===== src/hw/rtl/bpra_pkg.sv =====
// ----------------------------------------------------------------------------
// Bitmap page run allocator package
// Shared sizes, configuration and payload types, controller state and the
// command and status groups between the controller and the datapath.
// ----------------------------------------------------------------------------
`default_nettype none

package bpra_pkg;

  // Pages per pool. It must be a power of two and a multiple of WORD_W.
  localparam int MAX_PAGES  = 4096;
  localparam int PAGE_SHIFT = 12;

  // The bitmaps are kept as words of WORD_W pages.
  localparam int WORD_W     = 32;
  localparam int BIT_IDX_W  = $clog2(WORD_W);
  localparam int POOL_WORDS = MAX_PAGES / WORD_W;
  localparam int WORD_IDX_W = $clog2(POOL_WORDS);
  localparam int MEM_AW     = WORD_IDX_W + 1;
  localparam int PAGE_IDX_W = $clog2(MAX_PAGES);
  localparam int LEN_W      = $clog2(MAX_PAGES + 1);

  // Field widths of the ports.
  localparam int ADDR_W    = 32;
  localparam int COUNT_W   = 13;
  localparam int FIRST_W   = 12;
  localparam int CFG_IDX_W = 3;

  localparam logic [ADDR_W-1:0]  KERNEL_BASE_RST = 32'hC010_0000;
  localparam logic [ADDR_W-1:0]  USER_BASE_RST   = 32'h0000_0000;
  localparam logic [COUNT_W-1:0] PAGES_RST       = 13'd4096;

  typedef enum logic [CFG_IDX_W-1:0] {
    CFG_KERNEL_BASE  = 3'd0,
    CFG_USER_BASE    = 3'd1,
    CFG_KERNEL_PAGES = 3'd2,
    CFG_USER_PAGES   = 3'd3
  } cfg_idx_e;

  typedef struct packed {
    logic [ADDR_W-1:0]  kernel_base;
    logic [ADDR_W-1:0]  user_base;
    logic [COUNT_W-1:0] kernel_pages;
    logic [COUNT_W-1:0] user_pages;
  } cfg_t;

  typedef struct packed {
    logic               pool;
    logic [COUNT_W-1:0] page_count;
  } req_t;

  typedef struct packed {
    logic               granted;
    logic [ADDR_W-1:0]  base_address;
    logic [FIRST_W-1:0] first_page;
  } rsp_t;

  typedef enum logic [2:0] {
    ST_CLEAR,
    ST_IDLE,
    ST_CHECK,
    ST_SCAN,
    ST_MARK_RD,
    ST_MARK,
    ST_RESP
  } ctrl_state_e;

  typedef struct packed {
    logic clear;
    logic load;
    logic scan_start;
    logic scan;
    logic mark_start;
    logic mark;
    logic resp;
  } cmd_t;

  typedef struct packed {
    logic clear_last;
    logic req_bad;
    logic hit;
    logic scan_last;
    logic mark_last;
    logic out_free;
  } stat_t;

endpackage

`default_nettype wire


===== src/hw/rtl/bpra_ctrl.sv =====
// ----------------------------------------------------------------------------
// Bitmap page run allocator controller
// Sequences the clearing sweep, the first-fit scan, the marking pass and the
// result hand-off.
// ----------------------------------------------------------------------------
`default_nettype none

module bpra_ctrl import bpra_pkg::*; (
  input  wire logic  clk_i,
  input  wire logic  rst_ni,
  input  wire logic  in_valid_i,
  output logic       in_ready_o,
  input  wire stat_t stat_i,
  output cmd_t       cmd_o
);

  ctrl_state_e state_q, state_d;

  always_ff @(posedge clk_i or negedge rst_ni) begin
    if (!rst_ni) begin
      state_q <= ST_CLEAR;
    end else begin
      state_q <= state_d;
    end
  end

  always_comb begin
    state_d = state_q;
    case (state_q)
      ST_CLEAR: begin
        if (stat_i.clear_last) state_d = ST_IDLE;
      end
      ST_IDLE: begin
        if (in_valid_i) state_d = ST_CHECK;
      end
      ST_CHECK: begin
        state_d = stat_i.req_bad ? ST_RESP : ST_SCAN;
      end
      ST_SCAN: begin
        if (stat_i.hit) begin
          state_d = ST_MARK_RD;
        end else if (stat_i.scan_last) begin
          state_d = ST_RESP;
        end
      end
      ST_MARK_RD: begin
        state_d = ST_MARK;
      end
      ST_MARK: begin
        if (stat_i.mark_last) state_d = ST_RESP;
      end
      ST_RESP: begin
        if (stat_i.out_free) state_d = ST_IDLE;
      end
      default: begin
        state_d = ST_CLEAR;
      end
    endcase
  end

  always_comb begin
    cmd_o      = '0;
    in_ready_o = 1'b0;
    case (state_q)
      ST_CLEAR: begin
        cmd_o.clear = 1'b1;
      end
      ST_IDLE: begin
        in_ready_o = 1'b1;
        cmd_o.load = in_valid_i;
      end
      ST_CHECK: begin
        cmd_o.scan_start = !stat_i.req_bad;
      end
      ST_SCAN: begin
        cmd_o.scan = 1'b1;
      end
      ST_MARK_RD: begin
        cmd_o.mark_start = 1'b1;
      end
      ST_MARK: begin
        cmd_o.mark = 1'b1;
      end
      ST_RESP: begin
        cmd_o.resp = stat_i.out_free;
      end
      default: begin
        cmd_o = '0;
      end
    endcase
  end

endmodule

`default_nettype wire


===== config.mk =====
export PLATFORM = sky130hd
export DESIGN_NAME = bpra_ctrl
export DESIGN_NICKNAME = d
export VERILOG_FILES = /design/src/hw/rtl/bpra_pkg.sv /design/src/hw/rtl/bpra_ctrl.sv
export SDC_FILE = /design/constraint.sdc
export NUM_CORES = 1
export LEC_CHECK = 0
export BUFFER_PORTS_ARGS = -buffer_cell sky130_fd_sc_hd__buf_2
export CAP_MARGIN = 20
export CORE_AREA = 2 2 39 41
export CTS_CLUSTER_SIZE = 20
export DETAILED_ROUTE_END_ITERATION = 10
export DIE_AREA = 0 0 41 43
export REMOVE_ABC_BUFFERS = 1
export SYNTH_ARGS = -nofsm -noshare
export SYNTH_HDL_FRONTEND = slang
export SYNTH_SLANG_ARGS = --single-unit

===== constraint.sdc =====
create_clock -name clk_i -period 2.42 [get_ports clk_i]
set_clock_uncertainty 0.15 [all_clocks]
set_input_delay 0.726 -clock clk_i [delete_from_list [all_inputs] [get_ports clk_i]]
set_output_delay 0.726 -clock clk_i [all_outputs]
set_load 0.03 [all_outputs]

==> results of run 1 <==
==> worst min-delay path by stage <==
stage	end	slack [ps]	cells past startpoint
2_1_floorplan	state_q[0]	280	0
3_3_place_gp	state_q[2]	370	1
3_5_place_dp	state_q[1]	380	1
4_1_cts	state_q[1]	120	1
5_1_grt	state_q[1]	130	1
6_report	state_q[0]	120	1
==> cells in the mapped netlist (all sizes together) <==
| library cell | instances | area, um^2 |
|---|---|---|
| a21oi | 1 | 5.00 |
| a211oi | 1 | 7.51 |
| o211a | 1 | 10.0 |
| a21o | 2 | 17.5 |
| o21ai | 2 | 10.0 |
| nor3 | 3 | 15.0 |
| or3b | 1 | 8.76 |
| or4 | 1 | 7.51 |
| and2 | 1 | 6.26 |
| nand2b | 1 | 6.26 |
| nor3b | 3 | 22.5 |
| buf | 3 | 21.3 |
| o32ai | 1 | 8.76 |
| mux2 | 1 | 11.3 |
| nand2 | 2 | 7.51 |
| nor2 | 3 | 11.3 |
| a311oi | 1 | 8.76 |
| o2111ai | 1 | 8.76 |
| dfrtp | 3 | 75.1 |
| inv | 1 | 3.75 |
==> stage by stage <==
step	power (uW)	utilization, %	worst slack [ps]	TNS [ps]	hold WS [ps]
global placement	460	25.9	245	0	373
finish	551	27.8	206	0	125
floorplan	361	-	-219	-219	280
CTS	561	27.8	180	0	120
detailed placement	464	25.9	223	0	377
global route	595	27.8	64.5	0	126
==> final cells by class <==
cell class | instances | area [um^2]
Clock buffer | 4 | 26.3
Fill cell | 149 | 998
Inverter | 1 | 3.75
Multi-Input combinational cell | 26 | 173
Sequential cell | 3 | 75.1
Tap cell | 16 | 20.0
Timing Repair Buffer | 17 | 87.6
==> per-layer routing <==
layer	part of all wire (%)	GRT usage [%]
met1	46	12.3
met5	0	0
met2	48	13.1
met3	6.0	3.14
met4	0	8.00
==> report_power, final <==
part           leakage, uW  internal [uW]  switching (uW)
Combinational     0.000141            131             189
Clock            0.0000150           62.0            29.9
Sequential       0.0000360           76.1            62.9
==> kinds of logic after synthesis <==
group                  count (synthesis)  share of synthesized area, %
buffers and inverters                  4                          9.17
AND/OR/NAND/NOR                       15                          31.2
flip-flops                             3                          27.5
AO/OA/AOI/OAI                         10                          28.0
multiplexers                           1                          4.13
==> worst register-to-register path, delay by kind of cell, from the launching register on <==
kind	cells	cell delay (ps)
AOI/OAI and AO/OA	1	120
buffers and inverters	1	180
DFF	1	430
and+or+nand+nor	1	500
==> results.sh, run 1 <==
export IMPL_outcome="finished clean"
export IMPL_fin_area_um2=385
export IMPL_rsz0062_at_grt="no"
export IMPL_numPortBuffers=16
export IMPL_period_needed_ps=2210
export IMPL_largestRegisters="state_q x3"
export IMPL_cts_root_buf="clkbuf_4"
export IMPL_grt_ovfl_total=0
export IMPL_r2r_start="state_q[0]"
export IMPL_r2r_slack_ps=930
export IMPL_ff2ff_path_depth=3
export IMPL_netlist_area_um2=273
export IMPL_worstPathArrival_ps=1340
export IMPL_top_register="state_q"
export IMPL_drc=0
export IMPL_std_cell_rows=14
export IMPL_n_antenna_cell=0
export IMPL_syn2layout_area_growth_pct=41.3
export IMPL_clk_latency_ps=240
export IMPL_cellPowerDensity_nw_per_um2=1430
export IMPL_cp_num_cells=4
export IMPL_drtAntennaViolNets=0
export IMPL_max_stage_delay_ps=420
export IMPL_yosysWarnings=0
export IMPL_p_leak_uw=0.000192
export IMPL_vias_per_cell=4.72
export IMPL_crit_end="cmd_o[5]"
export IMPL_cp_max_fo=7
export IMPL_dpl_hpwl_um=557
export IMPL_fmax_mhz=452
export IMPL_critPathSlowestCell="dfrtp_1"
export IMPL_slew_viol_final=0
export IMPL_crit_chain="inv_1 -> nor3_1 -> and2_1 -> buf_2"
export IMPL_start_util_pct=19.7
export IMPL_slew_headroom_pct=75.6
export IMPL_holdCritPathClass="in2async"
export IMPL_dp_cells=63
export IMPL_pin_count=17
export IMPL_clock_sinks=3
export IMPL_cts_resized=0
export IMPL_end_kind="output pin"
export IMPL_hold_violations=0
export IMPL_max_cap_viol_count=0
export IMPL_setup_violations=0
export IMPL_avgSynthCellArea_um2=8.27
export IMPL_cp_required_ps=1540
export IMPL_start_kind="register"
export IMPL_fin_nets=61
export IMPL_cts_setup_buffers=0
export IMPL_final_cells=67
export IMPL_yosysUniqueCellTypes=21
export IMPL_antenna_found_initial=0
export IMPL_final_period_utilization_pct=91.5
export IMPL_grt_max_degree=15
export IMPL_setup_worst_path_start="state_q[0]"
export IMPL_ys_seq_elements=3
export IMPL_drive_gt1_share_pct=45.1
export IMPL_dieArea_um2=1760
export IMPL_place_area_um2=359
export IMPL_cts_htree_levels=1
export IMPL_cts_hold_buf=0
export IMPL_clkTransAtPathRegs_ps=40
export IMPL_clockBufferDepth=2
export IMPL_crit_family="flip-flops"
export IMPL_drt_iter0_markers=9
export IMPL_grt_pass1_wl_um=1150
export IMPL_totalWireLength_um=744
export IMPL_synthCells=33
export IMPL_grt_pass1_vias=293
export IMPL_cp_num_buf_inv=2
export IMPL_num_vias=316
export IMPL_place_gp_congestion=0.702
export IMPL_r2r_end="state_q[0]"
export IMPL_core_area_um2=1380
export IMPL_die_h_um=43
export IMPL_avgRoutedWirePerCell_um=11.1
export IMPL_grt_usage_pct=9.85
export IMPL_peakVddDrop_uv=251
export IMPL_worst_pin_slew_ps=365
export IMPL_die_w_um=41
export IMPL_largest_reg_flops=3
export IMPL_cts_tree="yes"
export IMPL_path_class="reg2out"
export IMPL_layout_commonest_cell="buf_2"
export IMPL_cts_buffers=3
export IMPL_first_pass_iters=4
export IMPL_yosysSeqAreaShare_pct=27.5
(Power assumes the default switching activity.)
==> run 2: changes to the inputs <==
==> constraint.sdc (replaced) <==
create_clock -name clk_i -period 2.42 [get_ports clk_i]
set_clock_uncertainty 0.15 [all_clocks]
set_input_delay 0.242 -clock clk_i [delete_from_list [all_inputs] [get_ports clk_i]]
set_output_delay 0.242 -clock clk_i [all_outputs]
set_load 0.03 [all_outputs]
==> results.sh, run 2 (synthesis results as in run 1) <==
export IMPL_path_class="reg2out"
export IMPL_totalWireLength_um=684
export IMPL_cp_max_fo=13
export IMPL_worstPathArrival_ps=1490
export IMPL_first_pass_iters=4
export IMPL_largest_reg_flops=3
export IMPL_cts_htree_levels=1
export IMPL_core_area_um2=1380
export IMPL_outcome="finished clean"
export IMPL_vias_per_cell=4.63
export IMPL_max_stage_delay_ps=530
export IMPL_largestRegisters="state_q x3"
export IMPL_peakVddDrop_uv=431
export IMPL_cts_buffers=3
export IMPL_die_h_um=43
export IMPL_cts_resized=0
export IMPL_setup_worst_path_start="state_q[0]"
export IMPL_grt_usage_pct=10.3
export IMPL_die_w_um=41
export IMPL_clkTransAtPathRegs_ps=40
export IMPL_fin_tns_setup_ps=0
export IMPL_cellPowerDensity_nw_per_um2=1370
export IMPL_critPathSlowestCell="dfrtp_1"
export IMPL_start_util_pct=19.7
export IMPL_holdCritPathClass="in2async"
export IMPL_drt_iter0_markers=2
export IMPL_syn2layout_area_growth_pct=42.2
export IMPL_place_gp_congestion=0.716
export IMPL_slew_headroom_pct=77.0
export IMPL_grt_pass1_vias=303
export IMPL_pin_count=17
export IMPL_dieArea_um2=1760
export IMPL_r2r_start="state_q[1]"
export IMPL_avgRoutedWirePerCell_um=10.2
export IMPL_crit_chain="inv_1 -> nor3_1 -> and2_1 -> buf_2"
export IMPL_drc=0
export IMPL_max_cap_viol_count=0
export IMPL_layout_commonest_cell="buf_2"
export IMPL_clk_latency_ps=230
export IMPL_cts_tree="yes"
export IMPL_numPortBuffers=16
export IMPL_drtAntennaViolNets=0
export IMPL_start_kind="register"
export IMPL_dpl_hpwl_um=545
export IMPL_worst_pin_slew_ps=345
export IMPL_final_period_utilization_pct=77.7
export IMPL_setup_violations=0
export IMPL_cts_root_buf="clkbuf_4"
export IMPL_num_vias=310
export IMPL_fin_nets=61
export IMPL_clockBufferDepth=2
export IMPL_grt_max_degree=15
export IMPL_fmax_mhz=532
export IMPL_p_leak_uw=0.000191
export IMPL_top_register="state_q"
export IMPL_n_fill_cell=152
export IMPL_antenna_found_initial=0
export IMPL_slew_viol_final=0
export IMPL_rsz0062_at_grt="no"
export IMPL_hold_violations=0
export IMPL_std_cell_rows=14
export IMPL_p_total_uw=531
export IMPL_period_needed_ps=1880
export IMPL_grt_pass1_wl_um=1210
export IMPL_grt_ovfl_total=0
export IMPL_cp_required_ps=2030
export IMPL_clock_sinks=3
export IMPL_drive_gt1_share_pct=43.1
export IMPL_end_kind="output pin"
export IMPL_cts_hold_buf=1
export IMPL_cts_setup_buffers=0
export IMPL_n_antenna_cell=0
-- run 2: worst max-delay path, delay by kind of cell (launching register included) --
kind	cells	cell delay [ps]
buffers and inverters	2	340
flip-flops	1	530
AND/OR/NAND/NOR	2	380
-- run 2: layout make-up --
| cell class | count | area, um^2 | area share (%) |
|---|---|---|---|
| inverters | 1 | 3.75 | 0.968 |
| clock buffers | 4 | 26.3 | 6.77 |
| flip-flops and latches | 3 | 75.1 | 19.4 |
| multi-input cells | 26 | 173 | 44.5 |
| well taps | 16 | 20.0 | 5.16 |
| repair buffers | 17 | 90.1 | 23.2 |
-- run 2: final timing paths --
kind	to	slack, ps	cells after the start
worst max register to register	state_q[0]	960	2
min in group clk_i	state_q[0]	200	3
worst min register to register	state_q[2]	560	1
worst max-delay path	cmd_o[5]	540	4
worst min-delay path	state_q[2]	180	2
max in group asynchronous	state_q[0]	1840	2
-- run 2: power breakdown --
part	internal, uW	leakage [uW]	switching, uW
clock network	61.7	0.0000150	25.0
logic	122	0.000140	174
registers	75.9	0.0000360	72.3
-- run 2: metal layers --
| layer | share of wire, % | track usage [%] | up-vias |
|---|---|---|---|
| met1 | 47 | 13.5 | 139 |
| met4 | 2.3 | 8.00 | 0 |
| li1 | - | - | 159 |
| met3 | 5.7 | 3.14 | 2 |
| met5 | 0 | 0 | - |
| met2 | 44 | 13.1 | 10 |
-- run 2: through the flow --
step	instances	setup WS (ps)	area, um^2	util, %	hold WS [ps]
after global routing	67	374	388	28.0	206
final	67	539	388	28.0	178
after detailed placement	62	779	352	25.4	-111
after floorplan	30	265	251	-	-204
after global placement	62	829	352	25.4	-112
after CTS	67	523	388	28.0	174
==> run 3: changes to the inputs <==
==> constraint.sdc (replaced) <==
create_clock -name clk_i -period 1.55 [get_ports clk_i]
set_clock_uncertainty 0.15 [all_clocks]
set_input_delay 0.155 -clock clk_i [delete_from_list [all_inputs] [get_ports clk_i]]
set_output_delay 0.155 -clock clk_i [all_outputs]
set_load 0.03 [all_outputs]
==> results.sh, run 3 (synthesis results as in run 1) <==
export IMPL_clkTransAtPathRegs_ps=40
export IMPL_slew_headroom_pct=84.4
export IMPL_place_gp_congestion=0.746
export IMPL_worst_pin_slew_ps=232
export IMPL_die_w_um=41
export IMPL_holdCritPathClass="in2async"
export IMPL_dieArea_um2=1760
export IMPL_n_antenna_cell=0
export IMPL_totalWireLength_um=854
export IMPL_path_class="reg2reg"
export IMPL_syn2layout_area_growth_pct=74.3
export IMPL_fin_nets=66
export IMPL_largest_reg_flops=3
export IMPL_avgRoutedWirePerCell_um=11.9
export IMPL_crit_family="simple AND/OR/NAND/NOR gates"
export IMPL_finish_utilization_pct=34.4
export IMPL_setup_worst_path_start="state_q[2]"
export IMPL_hold_violations=0
export IMPL_grt_pass1_vias=286
export IMPL_worstPathArrival_ps=1460
export IMPL_std_cell_rows=14
export IMPL_core_area_um2=1380
export IMPL_r2r_end="state_q[0]"
export IMPL_ff2ff_path_depth=3
export IMPL_worst_slack_ps=48.1
export IMPL_cts_tree="yes"
export IMPL_cp_max_fo=7
export IMPL_fmax_mhz=666
export IMPL_critPathSlowestCell="or4_1"
export IMPL_dp_slack_ps=105
export IMPL_grt_pass1_wl_um=1170
export IMPL_slew_viol_final=0
export IMPL_outcome="finished clean"
export IMPL_end_kind="register"
export IMPL_max_cap_viol_count=0
export IMPL_cts_buffers=3
export IMPL_clock_sinks=3
export IMPL_vias_per_cell=4.82
export IMPL_largestRegisters="state_q x3"
export IMPL_cp_num_buf_inv=1
export IMPL_r2r_start="state_q[2]"
export IMPL_clockBufferDepth=2
export IMPL_n_fill_cell=153
export IMPL_numPortBuffers=16
export IMPL_peakVddDrop_uv=770
export IMPL_start_kind="register"
export IMPL_dp_cells=64
export IMPL_p_leak_uw=0.000224
export IMPL_max_stage_delay_ps=490
export IMPL_crit_chain="buf_6 -> or4_1 -> o211a_1"
export IMPL_r2r_slack_ps=50
export IMPL_top_register="state_q"
export IMPL_layout_common_cells="buf_2, buf_4"
export IMPL_clk_latency_ps=230
export IMPL_drc=0
export IMPL_start_util_pct=19.7
export IMPL_layout_commonest_cell="buf_2"
export IMPL_final_cells=72
export IMPL_setup_violations=0
export IMPL_cellPowerDensity_nw_per_um2=2220
export IMPL_whs_ps=103
export IMPL_cts_htree_levels=1
export IMPL_grt_usage_pct=9.96
export IMPL_final_period_utilization_pct=96.9
export IMPL_grt_max_degree=15
export IMPL_drt_iter0_markers=2
export IMPL_rsz0062_at_grt="yes"
export IMPL_period_needed_ps=1500
export IMPL_cp_required_ps=1510
export IMPL_antenna_found_initial=0
export IMPL_dpl_hpwl_um=514
export IMPL_first_pass_iters=4
export IMPL_cts_root_buf="clkbuf_4"
export IMPL_num_vias=347
export IMPL_pin_count=17
export IMPL_die_h_um=43
export IMPL_grt_ovfl_total=0
export IMPL_drive_gt1_share_pct=62.5
export IMPL_drtAntennaViolNets=0
-- run 3: cell types whose count changed in the layout (fill, tap and decap cells not counted), sizes merged --
| cell | before | now |
|---|---|---|
| buf | 16 | 21 |
-- run 3: metal layers --
layer | share of wire [%] | up-vias | track usage, %
met5 | 0 | - | 0
met2 | 54 | 8 | 15.0
li1 | - | 170 | -
met1 | 40 | 169 | 12.3
met4 | 0 | 0 | 4.00
met3 | 5.7 | 0 | 3.66
-- run 3: worst max path at each step --
stage,end,slack (ps),cells after the start
floorplan,cmd_o[5],-520,3
global placement,cmd_o[5],130,4
detailed placement,cmd_o[5],100,4
CTS,cmd_o[5],20,3
global route,cmd_o[5],-8,3
finish,state_q[0],50,3
-- run 3: worst register-to-register path, delay by kind of cell, from the launching register on --
kind	cells	cell delay, ps
simple gates	1	490
compound gates	1	130
buf+inv	1	150
flops	1	460
-- run 3: timing repair --
item	4_1_cts	5_1_grt
hold endpoints to repair	3	0
buffers inserted	0	3
endpoints found under the setup margin	5	5
hold buffers	1	0
pin swaps	1	2
gates resized for setup	8	10
-- run 3: power breakdown --
group | total (uW) | internal, uW | switching [uW]
Combinational | 688 | 329 | 359
Sequential | 234 | 128 | 106
Clock | 135 | 96.4 | 38.5
-- run 3: layout make-up --
class | count | area [um^2] | share of cell area [%]
timing repair buffer | 22 | 145 | 30.5
multi-input combinational | 26 | 199 | 41.8
clock buffer | 4 | 26.3 | 5.53
tap | 16 | 20.0 | 4.21
sequential | 3 | 78.8 | 16.6
inverter | 1 | 6.26 | 1.32
-- run 3: stage by stage --
stage / power, uW / cell area [um^2] / TNS, ps
2_1_floorplan: 564 / 251 / -875
6_report: 1060 / 475 / 0
3_5_place_dp: 735 / 367 / 0
4_1_cts: 938 / 424 / 0
3_3_place_gp: 729 / 367 / 0
5_1_grt: 1140 / 475 / -8.07
